<file path="config.mk">
export PLATFORM = sky130hd
export DESIGN_NAME = signed_divide_by_constant_top
export DESIGN_NICKNAME = d
export VERILOG_FILES = /design/src/hdl/sdc_pkg.sv /design/src/hdl/signed_divide_by_constant_top.sv
export SDC_FILE = /design/constraint.sdc
export NUM_CORES = 2
export LEC_CHECK = 0
export BUFFER_PORTS_ARGS = -buffer_cell sky130_fd_sc_hd__clkbuf_2
export CORE_UTILIZATION = 50
export CTS_CLUSTER_SIZE = 30
export DETAILED_ROUTE_END_ITERATION = 16
export GPL_TIMING_DRIVEN = 0
export PLACE_DENSITY_LB_ADDON = 0.25
export SETUP_SLACK_MARGIN = 0.02
export SYNTH_ARGS = -nofsm -noshare
export SYNTH_HDL_FRONTEND = slang
export SYNTH_SLANG_ARGS = --single-unit
</file>
<file path="constraint.sdc">
create_clock -name i_clk -period 12.5 [get_ports i_clk]
set_input_delay 2.5 -clock i_clk [delete_from_list [all_inputs] [get_ports i_clk]]
set_output_delay 2.5 -clock i_clk [all_outputs]
set_load 0.1 [all_outputs]
</file>
<file path="src/hdl/sdc_pkg.sv">
`timescale 1ns / 1ps
// Shared types, constants and the restoring division step for the signed
// divide-by-constant block. No dependencies.
package sdc_pkg;

    localparam int unsigned WORD_W  = 32;
    localparam int unsigned SHIFT_W = 5;
    localparam int unsigned CNT_W   = 5;
    localparam int unsigned EXP_W   = 6;

    localparam logic [WORD_W-1:0] SIGN_BIT      = 32'h8000_0000;
    localparam logic [WORD_W-1:0] DIVISOR_RESET = 32'd1;
    localparam logic [CNT_W-1:0]  CNT_LAST      = 5'd31;
    localparam logic [EXP_W-1:0]  EXP_FIRST     = 6'd31;
    localparam logic [EXP_W-1:0]  EXP_LAST      = 6'd63;
    localparam logic [EXP_W-1:0]  EXP_BASE      = 6'd32;

    typedef struct packed {
        logic [WORD_W-1:0] quo;
        logic [WORD_W-1:0] rem;
    } t_div_step;

    // One step of restoring division: shift in one dividend bit, subtract if it fits.
    function automatic t_div_step div_step(input logic [WORD_W-1:0] quo,
                                           input logic [WORD_W-1:0] rem,
                                           input logic [WORD_W-1:0] den,
                                           input logic              bit_in);
        t_div_step         res;
        logic [WORD_W-1:0] part;
        part = {rem[WORD_W-2:0], bit_in};
        if (part >= den) begin
            res.quo = {quo[WORD_W-2:0], 1'b1};
            res.rem = part - den;
        end else begin
            res.quo = {quo[WORD_W-2:0], 1'b0};
            res.rem = part;
        end
        return res;
    endfunction

endpackage

</file>
<file path="src/hdl/signed_divide_by_constant_top.sv">
`timescale 1ns / 1ps
// Signed 32-bit divide by a configured constant: magic-number derivation
// sequencer and a three-stage multiply datapath. Depends on sdc_pkg.
//
//  Channel  | Handshake            | Payload
//  ---------+----------------------+---------------------------------
//  input    | start / busy         | i_dividend
//  result   | o_valid (strobe)     | o_quotient, o_divide_by_zero
//  config   | i_divisor_we         | i_divisor
//
// One dividend word is taken per cycle while busy is low; its result word
// leaves through the input register, the product register and the result
// register. A divisor write starts the derivation sequencer, which holds busy
// high through ST_CLASS alone on zero or power-of-two magnitudes and through
// ST_CLASS, ST_MOD, ST_DIV and ST_LOOP otherwise (one division step a cycle).
// Reset restores divisor 1. Results cannot be stalled by the receiver.
module signed_divide_by_constant_top
    import sdc_pkg::*;
(
    input  logic                     i_clk,
    input  logic                     i_rst_n,
    input  logic                     start,
    output logic                     busy,
    input  logic signed [WORD_W-1:0] i_dividend,
    input  logic                     i_divisor_we,
    input  logic signed [WORD_W-1:0] i_divisor,
    output logic                     o_valid,
    output logic signed [WORD_W-1:0] o_quotient,
    output logic                     o_divide_by_zero
);

    typedef enum logic [2:0] {
        ST_IDLE,
        ST_CLASS,
        ST_MOD,
        ST_DIV,
        ST_LOOP
    } t_state;

    // ---------------- derivation sequencer ----------------
    t_state             r_state,   n_state;
    logic [WORD_W-1:0]  r_divisor, n_divisor;
    logic [WORD_W-1:0]  r_magic,   n_magic;
    logic [SHIFT_W-1:0] r_shift,   n_shift;
    logic               r_pow2,    n_pow2;
    logic [WORD_W-1:0]  r_ad,      n_ad;
    logic               r_neg,     n_neg;
    logic [WORD_W-1:0]  r_anc,     n_anc;
    logic [WORD_W-1:0]  r_q1,      n_q1;
    logic [WORD_W-1:0]  r_r1,      n_r1;
    logic [WORD_W-1:0]  r_q2,      n_q2;
    logic [WORD_W-1:0]  r_r2,      n_r2;
    logic [CNT_W-1:0]   r_cnt,     n_cnt;
    logic [EXP_W-1:0]   r_p,       n_p;

    logic [WORD_W-1:0]  w_ad;
    logic [WORD_W-1:0]  w_ad_m1;
    logic [WORD_W-1:0]  w_t;
    logic [SHIFT_W-1:0] w_log2;
    logic               w_bit1;
    logic               w_bit2;
    t_div_step          w_st1;
    t_div_step          w_st2;
    logic [EXP_W-1:0]   w_p_nx;
    logic [EXP_W-1:0]   w_post;
    logic [WORD_W-1:0]  w_delta;
    logic               w_more;
    logic [WORD_W-1:0]  w_m;

    assign w_ad    = r_divisor[WORD_W-1] ? (32'd0 - r_divisor) : r_divisor;
    assign w_ad_m1 = w_ad - 32'd1;
    assign w_t     = SIGN_BIT + {31'd0, r_divisor[WORD_W-1]};

    // The magnitude is one-hot here, so its exponent is a plain OR encode.
    always_comb begin
        w_log2 = '0;
        for (int i = 0; i < WORD_W; i++) begin
            w_log2 = w_log2 | (w_ad[i] ? SHIFT_W'(i) : '0);
        end
    end

    always_comb begin
        case (r_state)
            ST_MOD: begin
                w_bit1 = 1'b0;
                w_bit2 = w_t[~r_cnt];
            end
            ST_DIV: begin
                w_bit1 = (r_cnt == '0);
                w_bit2 = (r_cnt == '0);
            end
            default: begin
                w_bit1 = 1'b0;
                w_bit2 = 1'b0;
            end
        endcase
    end

    assign w_st1   = div_step(r_q1, r_r1, r_anc, w_bit1);
    assign w_st2   = div_step(r_q2, r_r2, r_ad, w_bit2);
    assign w_p_nx  = r_p + 6'd1;
    assign w_post  = w_p_nx - EXP_BASE;
    assign w_delta = r_ad - w_st2.rem;
    assign w_more  = (w_st1.quo < w_delta) || ((w_st1.quo == w_delta) && (w_st1.rem == '0));
    assign w_m     = w_st2.quo + 32'd1;

    always_comb begin
        n_state   = r_state;
        n_divisor = r_divisor;
        n_magic   = r_magic;
        n_shift   = r_shift;
        n_pow2    = r_pow2;
        n_ad      = r_ad;
        n_neg     = r_neg;
        n_anc     = r_anc;
        n_q1      = r_q1;
        n_r1      = r_r1;
        n_q2      = r_q2;
        n_r2      = r_r2;
        n_cnt     = r_cnt;
        n_p       = r_p;
        case (r_state)
            ST_IDLE: begin
            end
            ST_CLASS: begin
                n_ad  = w_ad;
                n_neg = r_divisor[WORD_W-1];
                if (w_ad == '0) begin
                    n_magic = '0;
                    n_shift = '0;
                    n_pow2  = 1'b0;
                    n_state = ST_IDLE;
                end else if ((w_ad & w_ad_m1) == '0) begin
                    n_magic = w_ad_m1;
                    n_shift = w_log2;
                    n_pow2  = 1'b1;
                    n_state = ST_IDLE;
                end else begin
                    n_q2    = '0;
                    n_r2    = '0;
                    n_cnt   = '0;
                    n_state = ST_MOD;
                end
            end
            ST_MOD: begin
                // Remainder of t by |d|, which gives the absolute value of nc.
                n_q2  = w_st2.quo;
                n_r2  = w_st2.rem;
                n_cnt = r_cnt + 5'd1;
                if (r_cnt == CNT_LAST) begin
                    n_anc   = w_t - 32'd1 - w_st2.rem;
                    n_q1    = '0;
                    n_r1    = '0;
                    n_q2    = '0;
                    n_r2    = '0;
                    n_cnt   = '0;
                    n_state = ST_DIV;
                end
            end
            ST_DIV: begin
                n_q1  = w_st1.quo;
                n_r1  = w_st1.rem;
                n_q2  = w_st2.quo;
                n_r2  = w_st2.rem;
                n_cnt = r_cnt + 5'd1;
                if (r_cnt == CNT_LAST) begin
                    n_p     = EXP_FIRST;
                    n_state = ST_LOOP;
                end
            end
            ST_LOOP: begin
                n_q1 = w_st1.quo;
                n_r1 = w_st1.rem;
                n_q2 = w_st2.quo;
                n_r2 = w_st2.rem;
                n_p  = w_p_nx;
                if ((w_p_nx == EXP_LAST) || !w_more) begin
                    n_magic = r_neg ? (32'd0 - w_m) : w_m;
                    n_shift = w_post[SHIFT_W-1:0];
                    n_pow2  = 1'b0;
                    n_state = ST_IDLE;
                end
            end
            default: begin
                n_state = ST_IDLE;
            end
        endcase
        if (i_divisor_we) begin
            n_divisor = i_divisor;
            n_state   = ST_CLASS;
        end
    end

    always_ff @(posedge i_clk) begin
        if (!i_rst_n) begin
            r_state   <= ST_IDLE;
            r_divisor <= DIVISOR_RESET;
            r_magic   <= '0;
            r_shift   <= '0;
            r_pow2    <= 1'b1;
        end else begin
            r_state   <= n_state;
            r_divisor <= n_divisor;
            r_magic   <= n_magic;
            r_shift   <= n_shift;
            r_pow2    <= n_pow2;
        end
        r_ad  <= n_ad;
        r_neg <= n_neg;
        r_anc <= n_anc;
        r_q1  <= n_q1;
        r_r1  <= n_r1;
        r_q2  <= n_q2;
        r_r2  <= n_r2;
        r_cnt <= n_cnt;
        r_p   <= n_p;
    end

    assign busy = (r_state != ST_IDLE);

    // ---------------- dividend datapath ----------------
    logic              r_a_vld;
    logic [WORD_W-1:0] r_a_n;
    logic              r_b_vld;
    logic [WORD_W-1:0] r_b_n;
    logic [WORD_W-1:0] r_b_hi;
    logic              r_c_vld;
    logic [WORD_W-1:0] r_c_q;
    logic              r_c_dz;

    logic signed [2*WORD_W-1:0] w_prod;
    logic [WORD_W-1:0]          w_sum_p2;
    logic [WORD_W-1:0]          w_sh_p2;
    logic [WORD_W-1:0]          w_corr;
    logic [WORD_W-1:0]          w_sh_m;
    logic [WORD_W-1:0]          w_q;
    logic                       w_dneg;
    logic                       w_mneg;

    assign w_prod = $signed(r_a_n) * $signed(r_magic);
    assign w_dneg = r_divisor[WORD_W-1];
    assign w_mneg = r_magic[WORD_W-1];

    always_comb begin
        // Power-of-two magnitude: bias negative dividends, then shift.
        w_sum_p2 = r_b_n + (r_b_n[WORD_W-1] ? r_magic : 32'd0);
        w_sh_p2  = WORD_W'($signed(w_sum_p2) >>> r_shift);
        // Magic path: correct the high word when the magic overflowed its sign.
        if (!w_dneg && w_mneg) begin
            w_corr = r_b_hi + r_b_n;
        end else if (w_dneg && !w_mneg) begin
            w_corr = r_b_hi - r_b_n;
        end else begin
            w_corr = r_b_hi;
        end
        w_sh_m = WORD_W'($signed(w_corr) >>> r_shift);
        if (r_divisor == '0) begin
            w_q = '0;
        end else if (r_pow2) begin
            w_q = w_dneg ? (32'd0 - w_sh_p2) : w_sh_p2;
        end else begin
            w_q = w_sh_m + {31'd0, w_sh_m[WORD_W-1]};
        end
    end

    always_ff @(posedge i_clk) begin
        if (!i_rst_n) begin
            r_a_vld <= 1'b0;
            r_b_vld <= 1'b0;
            r_c_vld <= 1'b0;
        end else begin
            r_a_vld <= start && !busy;
            r_b_vld <= r_a_vld;
            r_c_vld <= r_b_vld;
        end
        r_a_n  <= i_dividend;
        r_b_n  <= r_a_n;
        r_b_hi <= w_prod[2*WORD_W-1:WORD_W];
        r_c_q  <= w_q;
        r_c_dz <= (r_divisor == '0);
    end

    assign o_valid          = r_c_vld;
    assign o_quotient       = r_c_q;
    assign o_divide_by_zero = r_c_dz;

endmodule

</file>
* After elaboration in Yosys (flattened, before gate mapping)
Index checks and enable logic that the tools add are counted.
** Storage, ports and cells
- Register bits :: 405
- Input bits :: 68
- Output and inout bits :: 35
- Logic and storage cells :: 209
** Cells by class
- Add/sub/neg operators :: 18
- $mul :: 1
- Magnitude comparators :: 4
- Equal/unequal tests :: 17
- Shifts and indexed selects :: 2
- Multiplexer cells :: 78
- Bitwise logic cells :: 34
- Reductions and logical operators :: 32
** Operator list (count)
- 2-to-1 mux 32 bit :: 10
- one-hot mux 31 bit (3 select lines) :: 2
- subtractor 32 bit :: 5
- 2-to-1 mux 31 bit :: 5
- zero test 32 bit :: 4
- one-hot mux 31 bit (2 select lines) :: 2
- 2-to-1 mux 5 bit :: 22
- subtractor 1 x 32 -> 32 bit (first input constant) :: 3
- bitwise OR 5 bit :: 15
- 2-to-1 mux 33 bit :: 2
- adder 32 bit :: 2
- >= comparator 32 bit :: 2
- multiplier 32 x 32 -> 64 bit :: 1
- one-hot mux 32 bit (2 select lines) :: 1
- >>> shifter 32 x 5 -> 32 bit :: 2
- subtractor 32 x 1 -> 32 bit (second input constant) :: 2
- adder 32 x 1 -> 32 bit :: 1
- adder 32 x 1 -> 32 bit (first input constant) :: 1
- adder 32 x 1 -> 32 bit (second input constant) :: 1
- bitwise AND 32 bit :: 1
- equality test 32 bit :: 1
- < comparator 32 bit :: 1
- 2-to-1 mux 4 bit :: 8
- bitwise OR 4 bit :: 7
- 40 further kinds :: 85

* Logic depth before layout (Yosys ltp)
- Depth after elaboration :: 36
- Gate-level depth with buffers :: 46
- Mapped depth without buffers :: 42

* Worst setup path before layout
OpenSTA, ideal clock, no wires.
- Path type :: register to register
- From :: register r_divisor[31]
- To :: register r_magic[29]
- Setup time :: 0.116 ns
- Arrival time :: 9.826 ns
- Data required time :: 12.384 ns
- Path slack :: 2.558 ns
- Stages on the path, launching flop included :: 44
- Path buffers :: 8
- Clock period less this slack :: 9.942 ns
- Path through :: dfxtp_1 > clkbuf_1 > inv_2 > clkbuf_1 > buf_1 > nor4_1 > o21ai_0 > ha_1 > fa_1 > nand2b_1 > a211oi_1 > o31ai_1 > a211oi_1 > o31ai_4 > buf_2 > buf_2 > clkbuf_1 > a221oi_1 > [8 not listed] > nor4b_1 > nor3_1 > ha_1 > nand4_1 > nor4_1 > nand3_1 > nor3_1 > nand3_1 > or4_1 > nor4b_1 > a41o_1 > o2111ai_1 > or4_1 > nor2_1 > o21ai_1 > buf_2 > buf_2 > o211a_1
** On the way
- Longest elaborated chain between the ends :: 14
- Elaborated cells on any way between the ends :: 30
- Classes of those cells :: add/sub: 7; order compare: 2; eq/ne: 3; mux: 10; bitwise: 1; reduce/logical: 7
** Ends and longest elaborated chain
- start, declared :: RTL line signed_divide_by_constant_top.sv:42 : logic [WORD_W-1:0] r_divisor, n_divisor;
- start signal, assigned :: RTL line signed_divide_by_constant_top.sv:203 : r_divisor <= n_divisor;
- branches (longest 14 deep; another with adder 32 x 1 -> 32 bit)
- end signal, assigned :: RTL line signed_divide_by_constant_top.sv:204 : r_magic <= n_magic;
- end, declared :: RTL line signed_divide_by_constant_top.sv:43 : logic [WORD_W-1:0] r_magic, n_magic;
Parallel ways; which one is timed is not known. The select of a mux whose other input is x is not followed.
A chain may end at the register's enable or synchronous reset.

* Worst setup path in the final report
- From :: register r_divisor[31]
- To :: register r_shift[1]
** On the way
- Longest elaborated chain between the ends :: 35
- Elaborated cells on any way between the ends :: 72
- Classes of those cells :: add/sub: 5; order compare: 2; eq/ne: 3; mux: 24; bitwise: 31; reduce/logical: 7
** Ends and longest elaborated chain
- branches (longest 35 deep; another with adder 32 x 1 -> 32 bit)
- end signal, assigned :: RTL line signed_divide_by_constant_top.sv:205 : r_shift <= n_shift;
- end, declared :: RTL line signed_divide_by_constant_top.sv:44 : logic [SHIFT_W-1:0] r_shift, n_shift;
Parallel ways; which one is timed is not known. The select of a mux whose other input is x is not followed.

==> metrics.yaml <==
outcome: "finished, violations left"
violations: "capacitance limit"
core_region_area_um2: 142000
clock-skew-final_ns: 0.0749
area_growth_pct: 7.07
grt_pass1_vias: 64034
drtIter0Drc: 7271
swShare: 0.363
holdWs_ns: 0.437
io_buffers: 101
finalHoldViolCount: 0
fin_total_pwr_uw: 4430
synth_top_family_by_area: "adder cells"
crit_buf_inv: 5
cpPeakStageDelay_ns: 0.66
die_w_um: 381
drc: 0
synthArstFlopShare: 0
p_switching_uw: 1610
ys_seq_area_frac: 0.141
track_usage: 0.393
critPathMaxFanout: 28
cp_top_family: "compound AO/OA/AOI/OAI gates"
seqPwrFrac: 0.345
hold_class: "reg -> reg"
power.density_nw_per_um2: 57.6
cts_tree: "built"
drv.max_cap_violation_count: 1
critPathLaunchType: "flip-flop"
worst_ep_arrival_time_ns: 12.66
min_period_ns: 12.11
combinationalPowerShare: 0.275
cts.sinks: 405
io_pins: 103
dp.cells: 10365
clockRootBuffer: "clkbuf_16"
antenna_found_initial: 18
postRouteAntennaNets: 0
drive_gt1_frac: 0.0465
rsz0062_at_grt: "no"
cts-buffers-inserted: 52
fmax_mhz: 82.6
min_period_over_period: 0.968
synthAdderAreaFrac: 0.379
drt_wl_total_um: 286000
synthCells: 8367
die-height_um: 381
grt_overflow: 0
p_int_uw: 2820
path_class: "reg -> reg"
htreeDepth: 2
die-area_um2: 145000
yosys-top-cells-area: "fa_1, edfxtp_1, ha_1, inv_1, dfxtp_1"
ir_worst_vdd_mv: 0.119
synth_compound_area_frac: 0.142
dp_hpwl_um: 232000
post_synth_instance_area_um2: 71900
ys_seq_elements: 405
insertion_delay_ns: 0.72
synth_warnings: 0
synth_edf_count: 200
muxShareOfSynthArea: 0.0211
ys.flop_type: "dfxtp_1"
yosysTopAreaCell: "fa_1"
crit_path_top_delay_cell: "or4_1"
syn-num-nets: 9960
worst_pin_slew_ns: 1.48
gp_congestion: 1.02
maxSlewViolCount: 0
final_cell_count_no_fill: 10475
crit_required_ns: 13.06
synth_cell_types: 126
synth_xor_area_frac: 0.0385
grt_pass1_wl_um: 423000
core.rowCount: 138
clk_pin_slew_worst_paths_ns: 0.06
drt_pass1_iterations: 7
yosysTopAreaCellShare: 0.302
grt_start_max_net_pins: 33
setup_viol: 0
p_leak_uw: 0.0331
initial_core_util: 0.506
nets: 10122
slew_headroom: 0.00618
crit_path_end_kind: "flip-flop"
clock_path_buffers: 3
yosys.area_share.simple: 0.183
routed-via-count: 64630
vias_per_cell: 6.17
syn_avg_cell_area_um2: 8.59
wl_per_cell_um: 27.3
clkPwrFrac: 0.381
[logic make-up after synthesis]
| family | Yosys count |
|---|---|
| flops | 405 |
| compound gates | 1452 |
| fa+ha+maj | 1529 |
| xor+xnor | 316 |
| simple gates | 2723 |
| buf+inv | 1809 |
| mux | 133 |
[power groups by stage]
stage	combinational, µW	sequential (µW)	clock [µW]
6_report	1220	1530	1690
2_1_floorplan	735	1600	0
3_5_place_dp	1170	1550	0
4_1_cts	1180	1520	1710
3_3_place_gp	1150	1550	0
5_1_grt	1300	1530	1760
[synthesized netlist by cell type, types with 21 or more instances]
master / n
or3_1: 58
nor3_1: 116
or2_2: 27
a211oi_1: 93
ha_1: 439
o31ai_1: 60
nand2_1: 1074
dfxtp_1: 205
o31a_1: 23
o211a_1: 43
a21oi_1: 303
o22ai_1: 31
nand4_1: 73
nor2_1: 482
edfxtp_1: 200
a211o_1: 28
nand3_1: 143
mux2_2: 21
a21o_1: 115
o21ai_0: 240
xor2_1: 106
and2_1: 371
a221oi_1: 22
mux2i_1: 97
o211ai_1: 50
inv_1: 1343
fa_1: 1086
a31oi_1: 48
and3_1: 57
nor2b_1: 88
o221ai_1: 42
xnor2_1: 210
o21a_1: 48
clkbuf_1: 374
nand2b_1: 84
buf_1: 43
buf_2: 33
o21bai_1: 28
nor4_1: 47
[sequential cells by signal, summed over array words and instances, names as in the netlist]
signal / count
o_divide_by_zero: 1
r_r2: 31
r_a_n: 32
r_neg: 1
r_cnt: 5
r_anc: 32
r_q2: 31
r_r1: 31
o_quotient: 32
r_b_hi: 32
r_b_vld: 1
r_p: 6
o_valid: 1
r_magic: 32
r_shift: 5
r_a_vld: 1
r_b_n: 32
r_divisor: 32
r_ad: 32
r_state: 3
r_q1: 31
r_pow2: 1
[repair_timing]
item	CTS	global route
setup endpoints to repair	49	48
gates cloned	0	0
buffers inserted	0	3
gates resized for setup	15	11
hold buffers	0	0
pin swaps	0	3
[cells in the final DEF (no fill, tap or decap), types with 42 or more instances in the layout]
cell / count
a211oi_1: 91
a21o_1: 115
a21oi_1: 302
a31oi_1: 47
and2_1: 371
and3_1: 57
clkbuf_1: 371
clkbuf_16: 52
clkbuf_2: 104
dfxtp_1: 204
edfxtp_1: 200
fa_1: 1086
ha_1: 439
inv_1: 1342
mux2i_1: 94
nand2_1: 1074
nand2b_1: 84
nand3_1: 143
nand4_1: 73
nor2_1: 481
nor2b_1: 88
nor3_1: 116
nor4_1: 45
o211a_1: 43
o211ai_1: 50
o21a_1: 48
o21ai_0: 236
o221ai_1: 42
o31ai_1: 59
or3_1: 58
xnor2_1: 210
xor2_1: 106
[metrics by stage]
step | worst slack (ns) | util | TNS [ns] | instance area (µm²)
after floorplan | 2.56 | - | 0 | 71900
after global placement | -2.99 | 0.526 | -145.29 | 74800
after detailed placement | -3.12 | 0.527 | -113.92 | 74900
after CTS | 0.0165 | 0.541 | 0 | 76900
after global routing | 0.0617 | 0.542 | 0 | 77000
final | 0.395 | 0.542 | 0 | 77000
[final timing paths]
kind | start | to | slack (ns) | cells past startpoint
worst max-delay path | r_divisor[31] | r_shift[1] | 0.39 | 43
worst min-delay path | r_b_vld | o_valid | 0.44 | 1
worst max register to register | r_divisor[31] | r_shift[1] | 0.39 | 43
worst min register to register | r_b_vld | o_valid | 0.44 | 1
[layout make-up]
type,count,area [µm²]
fillers,13493,65100
multi-input cells,6153,55100
flip-flops and latches,405,10100
inverters,1354,5090
well taps,1890,2360
plain buffers,451,1760
clock buffers,56,1340
repair buffers,112,666
clock inverters,41,551
diodes,13,32.5
[layer usage]
metal | routed length, µm | global-route usage
met5 | 85 | 0
met3 | 29600 | 0.0799
met1 | 114000 | 0.529
met4 | 17400 | 0.199
met2 | 125000 | 0.600
No activity file was read; power rests on OpenSTA's default activity.
